### src/hw/rtl/csr_complex_spmv_row_unit_assert.svh
// Assertion macros for the CSR row unit
`ifndef CSR_COMPLEX_SPMV_ROW_UNIT_ASSERT_SVH
`define CSR_COMPLEX_SPMV_ROW_UNIT_ASSERT_SVH
`ifndef ASSERT_OFF
`define CSR_ASSERT_IMPLY(lbl, ante, cons) \
  lbl: assert property (@(posedge clk) disable iff (rst) (ante) |-> (cons)) \
    else $error("assertion failed");
`define CSR_ASSERT_NEXT(lbl, ante, cons) \
  lbl: assert property (@(posedge clk) disable iff (rst) (ante) |=> (cons)) \
    else $error("assertion failed");
`else
`define CSR_ASSERT_IMPLY(lbl, ante, cons)
`define CSR_ASSERT_NEXT(lbl, ante, cons)
`endif
`endif

### src/hw/rtl/csr_spmv_pkg.sv
package csr_spmv_pkg;
  localparam int NZ_DEPTH  = 4096;
  localparam int NZ_AW     = 12;
  localparam int ROWS      = 1024;
  localparam int ROW_AW    = 10;
  localparam int PTR_DEPTH = ROWS + 1;
  localparam int PTR_AW    = 11;
  localparam int PTR_W     = 13;
  localparam int COL_W     = 10;
  localparam int FRAC_BITS = 16;
  localparam int ACC_W     = 80;
  localparam int QDEPTH    = 4;
  localparam int Q_AW      = 2;

  typedef enum logic [1:0] {
    KIND_NZ  = 2'd0,
    KIND_PTR = 2'd1,
    KIND_VEC = 2'd2,
    KIND_ROW = 2'd3
  } kind_t;

  typedef struct packed {
    kind_t              kind;
    logic [11:0]        index;
    logic signed [31:0] re;
    logic signed [31:0] im;
    logic [COL_W-1:0]   column;
    logic [PTR_W-1:0]   pointer;
  } item_t;

  typedef enum logic [2:0] {
    ST_IDLE,
    ST_START,
    ST_END,
    ST_WALK,
    ST_DRAIN,
    ST_FINISH
  } state_t;

  typedef struct packed {
    logic       idle;
    logic       finish;
    logic [3:0] pipe_v;
  } bk_status_t;

  function automatic logic [PTR_W-1:0] clamp_ptr(input logic [PTR_W-1:0] p);
    logic [PTR_W-1:0] lim;
    lim = PTR_W'(NZ_DEPTH);
    return (p > lim) ? lim : p;
  endfunction

  function automatic logic signed [31:0] saturate(input logic signed [ACC_W-1:0] acc);
    logic signed [ACC_W-1:0] sh;
    sh = acc >>> FRAC_BITS;
    if (&sh[ACC_W-1:31] || ~|sh[ACC_W-1:31]) return sh[31:0];
    return sh[ACC_W-1] ? 32'sh8000_0000 : 32'sh7fff_ffff;
  endfunction
endpackage

### src/hw/rtl/csr_spmv_front.sv
module csr_spmv_front (
  input  logic                      clk,
  input  logic                      rst,
  input  logic                      push,
  output logic                      full,
  input  csr_spmv_pkg::item_t       in_item,
  output csr_spmv_pkg::item_t       head,
  output logic                      head_valid,
  input  logic                      head_pop
);
  import csr_spmv_pkg::*;

  item_t           q [QDEPTH];
  logic [Q_AW-1:0] wr_ptr;
  logic [Q_AW-1:0] rd_ptr;
  logic [Q_AW:0]   count;
  logic            keep;
  logic            wr_en;
  logic            rd_en;

  always_comb begin
    unique case (in_item.kind)
      KIND_NZ:  keep = 1'b1;
      KIND_PTR: keep = {1'b0, in_item.index} <= 13'(ROWS);
      KIND_VEC: keep = {1'b0, in_item.index} < 13'(ROWS);
      KIND_ROW: keep = {1'b0, in_item.index} < 13'(ROWS);
      default:  keep = 1'b0;
    endcase
  end

  assign full       = (count == (Q_AW+1)'(QDEPTH));
  assign head_valid = (count != '0);
  assign head       = q[rd_ptr];
  assign wr_en      = push && !full && keep;
  assign rd_en      = head_pop && head_valid;

  always_ff @(posedge clk) begin
    if (wr_en) begin
      q[wr_ptr] <= in_item;
    end
  end

  always_ff @(posedge clk) begin
    if (rst) begin
      wr_ptr <= '0;
      rd_ptr <= '0;
      count  <= '0;
    end else begin
      if (wr_en) wr_ptr <= wr_ptr + 1'b1;
      if (rd_en) rd_ptr <= rd_ptr + 1'b1;
      count <= count + (Q_AW+1)'(wr_en) - (Q_AW+1)'(rd_en);
    end
  end
endmodule

### config.mk
export PLATFORM = sky130hd
export DESIGN_NAME = csr_spmv_front
export DESIGN_NICKNAME = d
export VERILOG_FILES = /design/src/hw/rtl/csr_complex_spmv_row_unit_assert.svh /design/src/hw/rtl/csr_spmv_pkg.sv /design/src/hw/rtl/csr_spmv_front.sv
export SDC_FILE = /design/constraint.sdc
export NUM_CORES = 1
export LEC_CHECK = 0
export BUFFER_PORTS_ARGS = -buffer_cell sky130_fd_sc_hd__buf_2
export CORE_ASPECT_RATIO = 0.8
export CORE_MARGIN = 2
export CORE_UTILIZATION = 45
export DETAILED_ROUTE_END_ITERATION = 16
export HOLD_SLACK_MARGIN = 0.08
export PLACE_DENSITY = 0.62
export SYNTH_ARGS = -nofsm -noshare
export SYNTH_HDL_FRONTEND = slang
export SYNTH_SLANG_ARGS = --single-unit
### constraint.sdc
create_clock -name clk -period 4.48 [get_ports clk]
set_clock_uncertainty 0.1 [all_clocks]
set_input_delay 0.224 -clock clk [delete_from_list [all_inputs] [get_ports clk]]
set_output_delay 0.224 -clock clk [all_outputs]
set_load 0.01 [all_outputs]
==> results of run 1 <==
==> routing by layer <==
metal | vias up | wire length (microns) | GRT usage [%]
met2 | 236 | 14300 | 28.5
met3 | 44 | 1890 | 4.43
met4 | 0 | 482 | 4.47
met5 | - | 0 | 0
met1 | 3814 | 12900 | 23.2
li1 | 3189 | - | -
==> per-stage QoR <==
step | worst slack [ns] | cell area, sq um | hold WS, ns | instances | util (%)
after floorplan | 0.665 | 15000 | 0.186 | 580 | -
after global placement | 1.62 | 16600 | 0.335 | 1202 | 50.9
after detailed placement | 1.45 | 16600 | 0.341 | 1202 | 50.9
after CTS | 1.47 | 19100 | 0.314 | 1381 | 58.3
after global routing | 1.30 | 19100 | 0.331 | 1382 | 58.3
final | 1.52 | 19100 | 0.341 | 1382 | 58.3
==> synthesized netlist by cell type <==
cell type	n
clkbuf_1	2
and2_1	4
nand2_1	1
buf_4	9
buf_2	11
fa_1	1
a31oi_1	1
nor3b_1	1
a21oi_1	1
ha_1	6
a21oi_2	1
edfxtp_1	404
or3b_1	1
nand2b_1	1
nor4_1	1
or3_1	2
nor2b_1	2
inv_1	6
o21ai_0	2
xnor2_1	3
mux4_2	101
nor4_2	2
xor2_1	1
o22ai_1	1
dfxtp_1	9
nor2_1	5
o31a_1	1
==> cells by family after synthesis <==
| logic type | Yosys count | synth area share (%) |
|---|---|---|
| XOR/XNOR | 4 | 0.233 |
| multiplexers | 101 | 15.1 |
| AND/OR/NAND/NOR | 20 | 0.840 |
| AO/OA/AOI/OAI | 7 | 0.300 |
| flip-flops | 413 | 81.9 |
| buffers and inverters | 28 | 1.01 |
| adder cells (fa/ha/maj) | 7 | 0.632 |
==> worst paths after layout <==
kind                to  slack, ns  cells after the start
min           q[3][72]       0.34                      2
max           q[3][84]       1.52                      7
min reg2reg  rd_ptr[0]       0.45                      2
max reg2reg   q[3][84]       1.89                      5
==> report_power, final <==
group / switching, mW / internal [mW]
registers: 0.141 / 4.41
logic: 0.857 / 0.941
clock network: 1.37 / 2.08
==> sequential cells by signal, summed over array words and instances, names as in the netlist, named ones only <==
register and cells:
count 3, q 404, rd_ptr 2, wr_ptr 2
==> worst max-delay path, cell delays in order <==
cell	delay (ns)
dlygate4sd3_1	0.52
buf_2	0.15
nor4_1	0.40
a31oi_1	0.25
nor2_1	0.31
and2_4	0.68
buf_12	0.40
==> what timing repair did <==
action	in CTS	in global routing
hold buffers	105	0
hold endpoints to repair	413	0
buffers inserted	0	0
==> cell type report <==
cell class                 count  area, sq um  area share [%]
clock buffer                  54         1140            5.96
antenna                        1         2.50          0.0131
inverter                       6         22.5           0.118
clock inverter                20          243            1.27
sequential                   413        12300            64.6
timing repair buffer         322         2220            11.7
tap                          427          534            2.80
multi-input combinational    139         2590            13.6
==> run metrics, run 1 <==
clock sink count 413; initial cell density of the core a little under half; Startpoint Class primary input; crit-path max FO 56; Initial DRT Pass Iterations 4; htree depth 2; Leak between 6 and 7 nW; CP Class primary input to register; Num CTS Buffers between 40 and 50; cell type with the highest aggregate area in the netlist edfxtp_1; Slew Limit Fails 0; Syn Nets between 600 and 700; GR Overflow Total 0; vias in the first global route 8071; most frequent cells in the layout 404 x edfxtp_1, 207 x buf_2, 105 x dlygate4sd3_1, 101 x mux4_2, 43 x clkbuf_16; initial antenna violation count 1; worst hold path class primary input to register; DP Wirelength about 17000 microns; number of DRC markers in iteration 0 around 530; Synth area leaders edfxtp_1 81%, mux4_2 15%, dfxtp_1 1.2%, ha_1 0.50%, buf_4 0.45%; final antenna-violating net count 0; Std-Cell Rows 59; Post-Route Setup TNS 0 ns; CP required approximately 4.6 ns; number of fill cells roughly 2300; total core area approximately 33000 sq um; syn_area_per_cell 25.9 sq um; wire per inst 21.4 microns; peak supply drop 0.374 mV; Die Width about 210 microns; Syn Inst Count 580; total power a little under 10 mW; vias per cell roughly 5.3; RR Startpoint count[2]; CTS clk-pin slew, worst paths approximately 0.060 ns; register area share after synthesis a little over 80%; largest net degree at the start of global routing between 50 and 60; Synth-to-Final Area Change 26.8%; Final setup viols 0; commonest non-fill, non-tap cell in the layout edfxtp_1; final wirelength between 20000 and 30000 microns; clk_lat worst skew 0.53 ns; DR vias between 7000 and 8000; PD cells a little over 500 nW/um^2; Die H between 150 and 200 microns; Final Cycle Share 66.0%; top-area cell type share of the netlist area between 80% and 90%; Final Hold Fails 0; WP data arrival between 3 and 4 ns; PortBufs 207; warnings from Yosys 0; count of max-cap constraint violations 0; gr usage total between 10% and 20%; synthesized cell area 15000 sq um; # resized after CTS 0; Final nets slightly above 1000; largest buffer count on any clock path 3; status finished, final reports clean; CTS tree built; clk root buf clkbuf_16; GPL Wtd Cong ~0.74; IO Pins around 210; hold path startpoint in_item[72]; Synth cell types 27; Worst-Margin Slew approximately 0.87 ns; fin crit period 2.96 ns; DRC Markers 0; Crit. Startpoint in_item[92]; RSZ-0062 raised after global routing false; Rel. slew slack ~42%; Yosys reg bits 413; Die Footprint between 30000 and 40000 sq um; critical path endpoint category register; first-pass GRT wire length roughly 46000 microns; Max Clk Rate between 300 and 400 MHz; fraction of layout cells with a size suffix above 1 roughly 40%
Power figures use the tool's default switching activity.
==> run 2: changes to the inputs <==
==> constraint.sdc (replaced) <==
create_clock -name clk -period 3.05 [get_ports clk]
set_clock_uncertainty 0.1 [all_clocks]
set_input_delay 0.1525 -clock clk [delete_from_list [all_inputs] [get_ports clk]]
set_output_delay 0.1525 -clock clk [all_outputs]
set_load 0.01 [all_outputs]
==> run metrics, run 2 (synthesized netlist as in run 1, its figures left out) <==
status finished, final reports clean; PD cells 746 nW/um^2 (+45%); wire per inst 21.8 microns (+1.7%); initial cell density of the core 46.0% (unchanged); crit-path max FO 5 (-91%); Final Hold Fails 0 (unchanged); first-pass GRT wire length 46600 microns (+1.1%); DRC Markers 0 (unchanged); worst hold path class primary input to register; Rel. slew slack 61.0% (+19 points); htree depth 2 (unchanged); initial antenna violation count 0 (-1); peak supply drop 0.469 mV (+25%); CP required 3.36 ns (-1.22 ns); fraction of layout cells with a size suffix above 1 40.6% (-0.065 points); most frequent cells in the layout 404 x edfxtp_1, 207 x buf_2, 105 x dlygate4sd3_1, 101 x mux4_2, 41 x clkbuf_16; number of DRC markers in iteration 0 425 (-19%); Crit path largest cell delay 0.55 ns (-0.13 ns); Slew Limit Fails 0 (unchanged); Startpoint Class primary input; GR Overflow Total 0 (unchanged); IO Pins 208 (unchanged); vias in the first global route 8065 (-0.074%); # resized after CTS 0 (unchanged); DR vias 7320 (+0.51%); DP Wirelength 18100 microns (+4.6%); Die H 168 microns (unchanged); RSZ-0062 raised after global routing false; PortBufs 207 (unchanged); final antenna-violating net count 0 (unchanged); Initial DRT Pass Iterations 4 (unchanged); number of fill cells 2334 (-0.60%); commonest non-fill, non-tap cell in the layout edfxtp_1; Std-Cell Rows 59 (unchanged); clk_lat worst skew 0.52 ns (about the same); Most flops, register q; Leak 6.41 nW (+0.23%); fin crit period roughly 2.7 ns; WP data arrival 3.05 ns (about the same); Num CTS Buffers 41 (unchanged); postcts setup bufs 0 (unchanged); Final setup viols 0 (unchanged); Synth-to-Final Area Change 27.0%; largest net degree at the start of global routing 64 (+12%); count of max-cap constraint violations 0 (unchanged); largest buffer count on any clock path 3 (unchanged); final wirelength 30200 microns (+1.9%); GPL Wtd Cong 0.756 (+2.7%); critical path's top delay family adder cells; worst path bufs/invs 4 (+1); Post-Route Setup TNS 0 ns (unchanged); critical path's slowest cell dlygate4sd3_1; CTS tree built; CTS clk-pin slew, worst paths 0.06 ns (about the same); top flop regs q x404, count x3; Final Cycle Share ~90%; Worst-Margin Slew 0.585 ns (-0.283 ns); Die Footprint 34900 sq um (unchanged); vias per cell 5.29 (+0.29%); Die Width 208 microns (unchanged); CP Cell Sequence dlygate4sd3_1 -> buf_2 -> nor4_1 -> a31oi_1 -> nor2_1 -> inv_1 -> ha_1 -> inv_1 -> ha_1 -> fa_1 -> xnor2_1 -> xnor2_1 -> nor2_1; max FFs per register 404 (unchanged); diode count 0 (-1); gr usage total 17.5% (+0.27 points); total core area 32700 sq um (unchanged); Final nets 1041 (+0.58%); Fin Hold WS 0.277 ns (-0.0642 ns); CP Class primary input to register; critical path endpoint category register; Max Clk Rate around 370 MHz; clock sink count 413 (unchanged); clk root buf clkbuf_16
-- run 2: changes by cell type in the layout (fill, tap and decap cells not counted) --
cell and delta:
diode_2 -1, clkinv_8 -1, clkbuf_8 -2, clkinv_1 +2
clkinv_2 +3, inv_6 -1, clkinvlp_4 -2, buf_12 +6
clkbuf_1 +1, clkbuf_16 -2
-- run 2: path summary, 6_finish.rpt --
check                           slack [ns]  depth (start not counted)   startpoint         to
worst max-delay path                  0.31                         13  in_item[92]   count[2]
worst min-delay path                  0.28                          2  in_item[86]   q[2][86]
worst max register to register        0.56                         11     count[1]   count[2]
worst min register to register        0.46                          2    rd_ptr[0]  rd_ptr[0]
-- run 2: routing by layer --
layer / global-route usage (%) / wire length (microns) / vias to the layer above
met1: 23.2 / 12700 / 3837
met5: 0 / 0 / -
li1: - / - / 3192
met4: 4.97 / 620 / 0
met3: 3.92 / 1840 / 55
met2: 29.6 / 15000 / 236
-- run 2: metrics by stage --
stage               util, %  total power [mW]  worst slack (ns)  cells  area [sq um]
floorplan                 -              8.43             0.354    580         15000
global placement       51.2              9.38             0.411   1208         16800
detailed placement     51.2              9.44             0.353   1208         16800
CTS                    58.4              14.4             0.359   1385         19100
global route           58.4              14.8             0.152   1385         19100
finish                 58.4              14.2             0.312   1385         19100
-- run 2: what timing repair did --
item | 4_1_cts | 5_1_grt
hold buffers | 105 | 0
endpoints found under the setup margin | 0 | 0
endpoints found under the hold margin | 413 | 0
-- run 2: layout make-up --
cell class,count,area [sq um],share of cell area (%)
clock buffers,51,1060,5.57
well taps,427,534,2.80
clock inverters,21,225,1.18
inverters,6,22.5,0.118
multi-input cells,139,2590,13.5
repair buffers,328,2340,12.3
flip-flops and latches,413,12300,64.5
-- run 2: worst reg2reg max path: stages (launching register included) --
cell	delay, ns
dfxtp_1	0.43
nor3b_1	0.10
nand2b_1	0.21
nor2_1	0.17
inv_1	0.06
ha_1	0.28
inv_1	0.05
ha_1	0.20
fa_1	0.41
xnor2_1	0.18
xnor2_1	0.14
nor2_1	0.06
-- run 2: report_power, final --
group	total, mW	internal [mW]	switching, mW	leakage (nW)
logic	2.77	1.41	1.35	2.04
registers	6.62	6.48	0.139	3.74
clock network	4.86	2.89	1.97	0.632
total	14.2	10.8	3.46	6.41
